## src/hdl/crs_pkg.sv

```systemverilog
// Types, constants and field layout shared by the register scrubber modules.
`default_nettype none

package crs_pkg;

  // Default table depth
  localparam int TABLE_DEPTH_DEFAULT = 16;

  // Stream widths, packed and filled to whole bytes
  localparam int S_TDATA_W = 48;
  localparam int M_TDATA_W = 56;

  // Opcodes carried on s_tuser
  localparam logic OP_RECORD = 1'b0;
  localparam logic OP_CHECK  = 1'b1;

  // Configuration register indexes
  localparam logic [0:0] REG_CHECK_DIVIDER  = 1'b0;
  localparam logic [0:0] REG_TABLE_CAPACITY = 1'b1;

  // One decoded input request
  typedef struct packed {
    logic       opcode;
    logic [7:0] bank_num;
    logic [7:0] reg_num;
    logic [7:0] expected_value;
    logic       bank_ok;
    logic       first_read_ok;
    logic [7:0] first_read_value;
    logic       second_read_ok;
    logic [7:0] second_read_value;
  } item_t;

  // One table entry
  typedef struct packed {
    logic [7:0] bank_num;
    logic [7:0] reg_num;
    logic [7:0] value;
  } entry_t;

  // One result
  typedef struct packed {
    logic       healthy;
    logic       compared;
    logic       dropped;
    logic       rewrite_request;
    logic [7:0] fail_bank;
    logic [7:0] fail_reg;
    logic [7:0] fail_value;
    logic [7:0] restore_value;
    logic [7:0] pending_bank;
    logic [7:0] pending_reg;
  } result_t;

  // Sequencer states
  typedef enum logic [2:0] {
    ST_IDLE,
    ST_SCAN,
    ST_INSERT,
    ST_FETCH,
    ST_EVAL,
    ST_PEND,
    ST_DONE
  } state_t;

endpackage

`default_nettype wire

```

## src/hdl/crs_table_mem.sv

```systemverilog
// Entry table: one write port, one registered read port.
`default_nettype none

module crs_table_mem #(
  parameter int DEPTH  = crs_pkg::TABLE_DEPTH_DEFAULT,
  parameter int ADDR_W = 4
) (
  input  wire logic              clk,
  input  wire logic              rd_en,
  input  wire logic [ADDR_W-1:0] rd_addr,
  output crs_pkg::entry_t        rd_data,
  input  wire logic              wr_en,
  input  wire logic [ADDR_W-1:0] wr_addr,
  input  wire crs_pkg::entry_t   wr_data
);

  crs_pkg::entry_t mem [DEPTH];

  // Write port
  always_ff @(posedge clk) begin
    if (wr_en) begin
      mem[wr_addr] <= wr_data;
    end
  end

  // Read port, data held until the next read
  always_ff @(posedge clk) begin
    if (rd_en) begin
      rd_data <= mem[rd_addr];
    end
  end

endmodule

`default_nettype wire

```

## src/hdl/crs_seq.sv

```systemverilog
// Sequencer: table search, append, round-robin check and result assembly.
`default_nettype none

module crs_seq #(
  parameter int TABLE_DEPTH = crs_pkg::TABLE_DEPTH_DEFAULT,
  parameter int IDX_W       = 4,
  parameter int CNT_W       = 5
) (
  input  wire logic             clk,
  input  wire logic             rst,
  // request side
  input  wire logic             in_valid,
  output logic                  in_ready,
  input  wire crs_pkg::item_t   in_item,
  // configuration
  input  wire logic             cfg_valid,
  output logic                  cfg_ready,
  input  wire logic [0:0]       cfg_index,
  input  wire logic [7:0]       cfg_data,
  // result side
  output logic                  res_valid,
  input  wire logic             res_ready,
  output crs_pkg::result_t      res,
  // table memory
  output logic                  rd_en,
  output logic [IDX_W-1:0]      rd_addr,
  input  wire crs_pkg::entry_t  rd_data,
  output logic                  wr_en,
  output logic [IDX_W-1:0]      wr_addr,
  output crs_pkg::entry_t       wr_data
);

  crs_pkg::state_t  state, state_next;
  crs_pkg::item_t   item, item_next;
  logic [CNT_W-1:0] used, used_next;
  logic [IDX_W-1:0] pointer, pointer_next;
  logic [7:0]       tick, tick_next;
  logic [7:0]       divider, divider_next;
  logic [4:0]       capacity, capacity_next;
  logic [23:0]      last_failure, last_failure_next;
  logic [CNT_W-1:0] scan, scan_next;
  logic             cmp_valid, cmp_valid_next;
  logic [IDX_W-1:0] cmp_idx, cmp_idx_next;
  logic             healthy, healthy_next;
  logic             compared, compared_next;
  logic             dropped, dropped_next;
  logic             rewrite, rewrite_next;
  logic [7:0]       restore, restore_next;

  // Helpers
  logic [8:0]       tick_inc;
  logic             fire;
  logic             full;
  logic [CNT_W:0]   ptr_inc;
  logic             issue;
  logic             match;
  logic             first_bad;
  logic             second_bad;

  assign tick_inc = {1'b0, tick} + 9'd1;
  assign fire     = tick_inc >= {1'b0, divider};
  assign full     = ({{(9-CNT_W){1'b0}}, used} >= {4'b0, capacity}) ||
                    ({{(9-CNT_W){1'b0}}, used} >= 9'(TABLE_DEPTH));
  assign ptr_inc  = (CNT_W+1)'(pointer) + (CNT_W+1)'(1);
  assign issue    = scan < used;
  assign match    = cmp_valid && (rd_data.bank_num == item.bank_num) &&
                    (rd_data.reg_num == item.reg_num);
  assign first_bad  = !item.first_read_ok || (item.first_read_value != rd_data.value);
  assign second_bad = !item.second_read_ok || (item.second_read_value != rd_data.value);

  // Result fields
  always_comb begin
    res.healthy         = healthy;
    res.compared        = compared;
    res.dropped         = dropped;
    res.rewrite_request = rewrite;
    res.fail_bank       = last_failure[23:16];
    res.fail_reg        = last_failure[15:8];
    res.fail_value      = last_failure[7:0];
    res.restore_value   = restore;
    res.pending_bank    = (used != '0) ? rd_data.bank_num : 8'd0;
    res.pending_reg     = (used != '0) ? rd_data.reg_num : 8'd0;
  end

  // State register
  always_ff @(posedge clk) begin
    if (rst) begin
      state <= crs_pkg::ST_IDLE;
    end else begin
      state <= state_next;
    end
  end

  // Control registers
  always_ff @(posedge clk) begin
    if (rst) begin
      used         <= '0;
      pointer      <= '0;
      tick         <= '0;
      divider      <= '0;
      capacity     <= '0;
      last_failure <= '0;
      cmp_valid    <= 1'b0;
    end else begin
      used         <= used_next;
      pointer      <= pointer_next;
      tick         <= tick_next;
      divider      <= divider_next;
      capacity     <= capacity_next;
      last_failure <= last_failure_next;
      cmp_valid    <= cmp_valid_next;
    end
  end

  // Payload registers
  always_ff @(posedge clk) begin
    item     <= item_next;
    scan     <= scan_next;
    cmp_idx  <= cmp_idx_next;
    healthy  <= healthy_next;
    compared <= compared_next;
    dropped  <= dropped_next;
    rewrite  <= rewrite_next;
    restore  <= restore_next;
  end

  // Next state and outputs
  always_comb begin
    state_next        = state;
    item_next         = item;
    used_next         = used;
    pointer_next      = pointer;
    tick_next         = tick;
    divider_next      = divider;
    capacity_next     = capacity;
    last_failure_next = last_failure;
    scan_next         = scan;
    cmp_valid_next    = cmp_valid;
    cmp_idx_next      = cmp_idx;
    healthy_next      = healthy;
    compared_next     = compared;
    dropped_next      = dropped;
    rewrite_next      = rewrite;
    restore_next      = restore;
    in_ready          = 1'b0;
    cfg_ready         = 1'b0;
    res_valid         = 1'b0;
    rd_en             = 1'b0;
    rd_addr           = pointer;
    wr_en             = 1'b0;
    wr_addr           = cmp_idx;
    wr_data.bank_num  = item.bank_num;
    wr_data.reg_num   = item.reg_num;
    wr_data.value     = item.expected_value;

    unique case (state)
      crs_pkg::ST_IDLE: begin
        // a register write goes first; a request waits behind it
        in_ready  = !cfg_valid;
        cfg_ready = 1'b1;
        // register writes
        if (cfg_valid) begin
          unique case (cfg_index)
            crs_pkg::REG_CHECK_DIVIDER: begin
              divider_next = cfg_data;
              tick_next    = '0;
            end
            crs_pkg::REG_TABLE_CAPACITY: begin
              capacity_next = cfg_data[4:0];
              used_next     = '0;
              pointer_next  = '0;
              tick_next     = '0;
            end
          endcase
        end else if (in_valid) begin
          // new request
          item_next     = in_item;
          healthy_next  = 1'b1;
          compared_next = 1'b0;
          dropped_next  = 1'b0;
          rewrite_next  = 1'b0;
          restore_next  = 8'd0;
          if (in_item.opcode == crs_pkg::OP_RECORD) begin
            scan_next      = '0;
            cmp_valid_next = 1'b0;
            state_next     = (used == '0) ? crs_pkg::ST_INSERT : crs_pkg::ST_SCAN;
          end else if (used == '0) begin
            state_next = crs_pkg::ST_PEND;
          end else if (fire) begin
            tick_next  = '0;
            state_next = crs_pkg::ST_FETCH;
          end else begin
            tick_next  = tick_inc[7:0];
            state_next = crs_pkg::ST_PEND;
          end
        end
      end

      crs_pkg::ST_SCAN: begin
        // one read issued and one entry compared per cycle
        rd_en          = issue;
        rd_addr        = scan[IDX_W-1:0];
        cmp_valid_next = issue;
        cmp_idx_next   = scan[IDX_W-1:0];
        if (issue) begin
          scan_next = scan + CNT_W'(1);
        end
        if (match) begin
          wr_en          = 1'b1;
          wr_addr        = cmp_idx;
          cmp_valid_next = 1'b0;
          state_next     = crs_pkg::ST_PEND;
        end else if (!issue && !cmp_valid) begin
          state_next = crs_pkg::ST_INSERT;
        end
      end

      crs_pkg::ST_INSERT: begin
        if (full) begin
          dropped_next = 1'b1;
        end else begin
          wr_en     = 1'b1;
          wr_addr   = used[IDX_W-1:0];
          used_next = used + CNT_W'(1);
        end
        state_next = crs_pkg::ST_PEND;
      end

      crs_pkg::ST_FETCH: begin
        rd_en      = 1'b1;
        state_next = crs_pkg::ST_EVAL;
      end

      crs_pkg::ST_EVAL: begin
        compared_next = 1'b1;
        if (!item.bank_ok) begin
          // bank select failed: report the expected value, pointer stays
          healthy_next      = 1'b0;
          last_failure_next = {rd_data.bank_num, rd_data.reg_num, rd_data.value};
        end else if (first_bad && second_bad) begin
          // both reads bad: ask for a rewrite, pointer stays
          healthy_next      = 1'b0;
          rewrite_next      = 1'b1;
          restore_next      = rd_data.value;
          last_failure_next = {rd_data.bank_num, rd_data.reg_num,
                               item.first_read_ok ? item.first_read_value : 8'd0};
        end else if (ptr_inc == (CNT_W+1)'(used)) begin
          pointer_next = '0;
        end else begin
          pointer_next = ptr_inc[IDX_W-1:0];
        end
        state_next = crs_pkg::ST_PEND;
      end

      crs_pkg::ST_PEND: begin
        // fetch the entry the next check will examine
        rd_en      = 1'b1;
        state_next = crs_pkg::ST_DONE;
      end

      crs_pkg::ST_DONE: begin
        res_valid = 1'b1;
        if (res_ready) begin
          state_next = crs_pkg::ST_IDLE;
        end
      end

      default: begin
        state_next = crs_pkg::ST_IDLE;
      end
    endcase
  end

endmodule

`default_nettype wire

```

## src/hdl/checked_register_scrubber.sv

```systemverilog
// Top level of the checked register scrubber: stream ports and result register.
// A record request searches the table one entry per cycle through the single
// read port of the entry memory; a check tick goes straight to a read of the
// next pending entry when the table is empty or the divider does not fire, and
// when it fires it steps through fetch, evaluate, then a read of the next
// pending entry. One request is in work at a time; a new request is taken as
// soon as the previous result sits in the output register, even if that result
// has not been taken yet. A configuration write is taken only between requests
// and goes ahead of a request offered in the same cycle. Writing table_capacity
// empties the table at once.
`default_nettype none

module checked_register_scrubber #(
  parameter int TABLE_DEPTH = crs_pkg::TABLE_DEPTH_DEFAULT
) (
  input  wire logic                          clk,
  input  wire logic                          rst,
  // request stream
  input  wire logic                          s_tvalid,
  output logic                               s_tready,
  // bank_num[7:0], reg_num[15:8], expected_value[23:16], bank_ok[24],
  // first_read_ok[25], first_read_value[33:26], second_read_ok[34],
  // second_read_value[42:35], zero fill[47:43]
  input  wire logic [crs_pkg::S_TDATA_W-1:0] s_tdata,
  // opcode[0]
  input  wire logic                          s_tuser,
  // result stream
  output logic                               m_tvalid,
  input  wire logic                          m_tready,
  // healthy[0], compared[1], dropped[2], rewrite_request[3], fail_bank[11:4],
  // fail_reg[19:12], fail_value[27:20], restore_value[35:28],
  // pending_bank[43:36], pending_reg[51:44], zero fill[55:52]
  output logic [crs_pkg::M_TDATA_W-1:0]      m_tdata,
  // configuration writes
  input  wire logic                          cfg_valid,
  output logic                               cfg_ready,
  input  wire logic [0:0]                    cfg_index,
  input  wire logic [7:0]                    cfg_data
);

  localparam int IDX_W = (TABLE_DEPTH > 1) ? $clog2(TABLE_DEPTH) : 1;
  localparam int CNT_W = $clog2(TABLE_DEPTH + 1);

  crs_pkg::item_t   in_item;
  crs_pkg::result_t res;
  crs_pkg::entry_t  rd_data;
  crs_pkg::entry_t  wr_data;
  logic             res_valid;
  logic             res_ready;
  logic             rd_en;
  logic             wr_en;
  logic [IDX_W-1:0] rd_addr;
  logic [IDX_W-1:0] wr_addr;

  // Unpack request
  always_comb begin
    in_item.opcode            = s_tuser;
    in_item.bank_num          = s_tdata[7:0];
    in_item.reg_num           = s_tdata[15:8];
    in_item.expected_value    = s_tdata[23:16];
    in_item.bank_ok           = s_tdata[24];
    in_item.first_read_ok     = s_tdata[25];
    in_item.first_read_value  = s_tdata[33:26];
    in_item.second_read_ok    = s_tdata[34];
    in_item.second_read_value = s_tdata[42:35];
  end

  crs_seq #(
    .TABLE_DEPTH (TABLE_DEPTH),
    .IDX_W       (IDX_W),
    .CNT_W       (CNT_W)
  ) u_seq (
    .clk       (clk),
    .rst       (rst),
    .in_valid  (s_tvalid),
    .in_ready  (s_tready),
    .in_item   (in_item),
    .cfg_valid (cfg_valid),
    .cfg_ready (cfg_ready),
    .cfg_index (cfg_index),
    .cfg_data  (cfg_data),
    .res_valid (res_valid),
    .res_ready (res_ready),
    .res       (res),
    .rd_en     (rd_en),
    .rd_addr   (rd_addr),
    .rd_data   (rd_data),
    .wr_en     (wr_en),
    .wr_addr   (wr_addr),
    .wr_data   (wr_data)
  );

  crs_table_mem #(
    .DEPTH  (TABLE_DEPTH),
    .ADDR_W (IDX_W)
  ) u_mem (
    .clk     (clk),
    .rd_en   (rd_en),
    .rd_addr (rd_addr),
    .rd_data (rd_data),
    .wr_en   (wr_en),
    .wr_addr (wr_addr),
    .wr_data (wr_data)
  );

  // Output register: loads when empty or being drained
  assign res_ready = !m_tvalid || m_tready;

  always_ff @(posedge clk) begin
    if (rst) begin
      m_tvalid <= 1'b0;
    end else if (res_valid && res_ready) begin
      m_tvalid <= 1'b1;
    end else if (m_tready) begin
      m_tvalid <= 1'b0;
    end
  end

  always_ff @(posedge clk) begin
    if (res_valid && res_ready) begin
      m_tdata <= {4'd0, res.pending_reg, res.pending_bank, res.restore_value,
                  res.fail_value, res.fail_reg, res.fail_bank,
                  res.rewrite_request, res.dropped, res.compared, res.healthy};
    end
  end

endmodule

`default_nettype wire

```

## config.mk

```make
export PLATFORM = sky130hd
export DESIGN_NAME = checked_register_scrubber
export DESIGN_NICKNAME = d
export VERILOG_FILES = /design/src/hdl/crs_pkg.sv /design/src/hdl/crs_table_mem.sv /design/src/hdl/crs_seq.sv /design/src/hdl/checked_register_scrubber.sv
export SDC_FILE = /design/constraint.sdc
export NUM_CORES = 1
export LEC_CHECK = 0
export ABC_AREA = 1
export BUFFER_PORTS_ARGS = -buffer_cell sky130_fd_sc_hd__buf_4
export CAP_MARGIN = 30
export CORE_MARGIN = 10
export CORE_UTILIZATION = 51
export CTS_BUF_LIST = sky130_fd_sc_hd__clkbuf_4 sky130_fd_sc_hd__clkbuf_8 sky130_fd_sc_hd__clkbuf_16
export CTS_CLUSTER_DIAMETER = 80
export DETAILED_ROUTE_END_ITERATION = 7
export PLACE_DENSITY = 0.66
export SLEW_MARGIN = 20
export SYNTH_ARGS = -nofsm -noshare
export SYNTH_HDL_FRONTEND = slang
export SYNTH_SLANG_ARGS = --single-unit
```

## constraint.sdc

```tcl
create_clock -name clk -period 6.7 [get_ports clk]
set_input_delay 2.01 -clock clk [delete_from_list [all_inputs] [get_ports clk]]
set_output_delay 2.01 -clock clk [all_outputs]
set_load 0.05 [all_outputs]
```

==> summary.md <==
| Metric | Value |
|---|---|
| Area fraction of the dominant cell type after synthesis | `approximately 67%` |
| First-pass GRT wire length | `between 80000 and 90000 um` |
| Total Power | `roughly 11 mW` |
| Final hold slack | `between 0.4 and 0.5 ns` |
| Leakage power | `9.554 nW` |
| Reg clk slew, reported paths | `~0.060 ns` |
| Commonest non-fill, non-tap cell in the layout | `edfxtp_1` |
| Synth warn | `0` |
| Via count | `14949` |
| RSZ-0062 raised after global routing | `false` |
| Slew @ Worst Pin | `a little under 1 ns` |
| Clock buffer depth | `3` |
| CTS Buf Count | `57` |
| Port Buffer Count | `roughly 110` |
| Final slew viol count | `0` |
| Post-route ant nets | `0` |
| Area after DPL | `0.02494 mm2` |
| WL final | `roughly 54000 um` |
| Rows | `78` |
| Crit path max fanout | `4` |
| Initial antenna violation count | `1` |
| Final setup fails | `0` |
| Worst Hold Class | `flop to flop` |
| Final hold vios | `0` |
| Largest area contributor in the netlist | `edfxtp_1` |
| Synth cell types | `35` |
| CTS root buf | `clkbuf_16` |
| Worst EP arrival | `2.45 ns` |
| Period utilization | `66.52%` |
| Reg2reg end | `u_mem.rd_data[13]` |
| Fin Setup TNS | `0 ns` |
| Final worst slack | `2.243 ns` |
| Pre-CTS setup slack | `2.239 ns` |
| FF-to-FF setup slack | `around 2.6 ns` |
| Seq pwr share | `between 40% and 50%` |
| Main flop type after synthesis | `edfxtp_1` |
| Clock skew | `0.03060 ns` |
| # resized after CTS | `0` |
| CTS sink cnt | `slightly below 600` |
| Maxcap violations | `0` |
| EDFF count, synth | `524` |
| Largest net degree at the start of global routing | `156` |
| Post-CTS setup buffers | `0` |
| CP Launch Point | `cfg_valid` |
| Placed insts | `2590` |
| DR vias/cell | `about 5.5` |
| Post-synth ARST share | `0%` |
| CP endpoint | `s_tready` |
| Post-DP HPWL | `~30000 um` |
| CTS tree | `yes` |
| Skew-Pair Late Insertion Delay | `approximately 0.63 ns` |
| Routed len/inst | `~20 um` |
| Inserted Diodes | `0` |
| Finished Layout Cells | `roughly 2700` |
| I/O Pins | `roughly 120` |
| Synthesized area | `about 0.024 mm2` |
| Internal power | `around 7.3 mW` |
| Pwr per Cell Area | `roughly 400 mW/mm2` |
| Gpl congestion | `around 0.85` |
| Via count of the first global-routing pass | `roughly 14000` |
| Sw Share | `between 30 and 40%` |
| Initial Util | `between 50% and 60%` |
| GR Util All Layers | `between 10% and 20%` |
| Clk pwr share | `around 31%` |
| Switching power | `between 3 and 4 mW` |
| FF-to-FF path depth | `14` |
| Residual DRC count | `0` |
| Post-route cell area | `around 0.027 mm2` |
| GRT Residual Overflow | `0` |
| Worst setup SP type | `input pin` |
| Crit Path Class | `input pin to primary output` |
| Combinational fraction of design power | `approximately a quarter` |
| Seq/Total Area, Yosys | `a little under three quarters` |
| Req. time, crit path | `around 4.7 ns` |
| Mean Syn Cell Area | `around 12 um2` |
| Worst reg2reg path startpoint | `u_seq.state[0]` |
| F_max | `224.4 MHz` |
| Most frequent cells in the layout | `edfxtp_1, nor2_1, o21ai_0, nand2_1, buf_4` |
| Status | `finished, final reports clean` |
| Layout cells sized above 1 | `13.05%` |
| Number of DRC markers in iteration 0 | `1346` |
| H-tree Lvls | `2` |
| Number of synthesized register bits | `between 500 and 600` |
| IR drop worst, VDD | `around 310 uV` |
| Core Area | `0.04548 mm2` |
| Slew HR | `between 30 and 40%` |
| Post-Syn Instances | `between 1500 and 2000` |
| Chip Height | `234.7 um` |
| Hold depth | `0` |
| Nets | `between 2000 and 2500` |
| Final min period | `4.457 ns` |
| CP Capture Type | `primary output` |
| Die area | `between 0.05 and 0.06 mm2` |
| Final core utilization | `59.36%` |
| Die W | `234.7 um` |
| Post-CTS Hold Fix Bufs | `0` |
| Synth area leaders | `edfxtp_1, nor2_1, dfxtp_1` |
| DRT Pass-1 Iters | `5` |
| P&R area growth vs syn | `14.84%` |
## flip-flops by register name, indices dropped and copies added (netlist names)
name and cells:
u_mem.mem 384, m_tdata 52, u_mem.rd_data 24, u_seq.last_failure 24
u_seq.wr_data 24, u_seq.item 19, u_seq.divider 8, u_seq.restore 8
u_seq.tick 8, u_seq.capacity 5, u_seq.scan 5, u_seq.used 5
u_seq.cmp_idx 4, u_seq.pointer 4, u_seq.state 3, m_tvalid 1
u_seq.cmp_valid 1, u_seq.compared 1, u_seq.dropped 1, u_seq.healthy 1
u_seq.rewrite 1
## cell families (layout without fill, tap and decap cells)
| family | count (synthesis) | after routing | synth area share, % |
|---|---|---|---|
| XOR/XNOR | 22 | 22 | 0.8197 |
| flip-flops | 583 | 583 | 71.96 |
| AND/OR/NAND/NOR | 608 | 608 | 10.41 |
| other | 1 | 4 | 0.01595 |
| buffers and inverters | 231 | 384 | 4.269 |
| AO/OA/AOI/OAI | 476 | 476 | 11.36 |
| adder cells (fa/ha/maj) | 22 | 22 | 1.171 |
## synth_stat cells, types with 3 or more instances
master	n
edfxtp_1	524
nor2_1	340
o21ai_0	228
nand2_1	175
inv_1	126
o211ai_1	97
a21oi_1	88
nand3_1	62
dfxtp_1	59
clkbuf_1	43
o21ai_1	41
buf_2	37
ha_1	22
xor2_1	15
nor3_1	12
buf_4	10
nand4_1	10
o22ai_1	10
buf_6	7
inv_2	7
xnor2_1	7
o21a_1	4
o21ai_2	3
## cell type report
class / count / area (um2)
flip-flops and latches: 583 / 16920
repair buffers: 142 / 1114
clock buffers: 74 / 1603
inverters: 134 / 506.7
well taps: 600 / 750.7
fillers: 3571 / 18480
clock inverters: 34 / 436.7
multi-input cells: 1132 / 5670
## worst max-delay path, stage by stage
cell	delay [ns]
buf_4	0.13
nor2_1	0.10
buf_4	0.20
## power by group through the flow
| stage | registers [mW] | clock network (mW) | logic [mW] |
|---|---|---|---|
| after global placement | 4.67 | 0 | 2.76 |
| after floorplan | 4.64 | 0 | 2.10 |
| after CTS | 4.61 | 3.44 | 2.86 |
| after global routing | 4.64 | 3.59 | 3.22 |
| after detailed placement | 4.68 | 0 | 2.85 |
| final | 4.61 | 3.38 | 2.86 |
## layer usage
layer / GRT usage [%] / vias up / part of all wire (%)
li1: - / 7132 / -
met1: 25.37 / 7223 / 43
met2: 31.51 / 511 / 48
met3: 3.171 / 83 / 6.5
met4: 5.867 / 0 / 2.3
met5: 0 / - / 0
## how the worst min path moves through the flow
stage,from,slack (ns),endpoint
6_report,u_seq.restore[7],0.42,m_tdata[35]
3_5_place_dp,u_seq.restore[1],0.41,m_tdata[29]
3_3_place_gp,u_seq.restore[4],0.40,m_tdata[32]
2_1_floorplan,u_seq.healthy,0.40,m_tdata[0]
5_1_grt,u_seq.restore[7],0.42,m_tdata[35]
4_1_cts,u_seq.restore[7],0.42,m_tdata[35]
(Power assumes the default switching activity.)
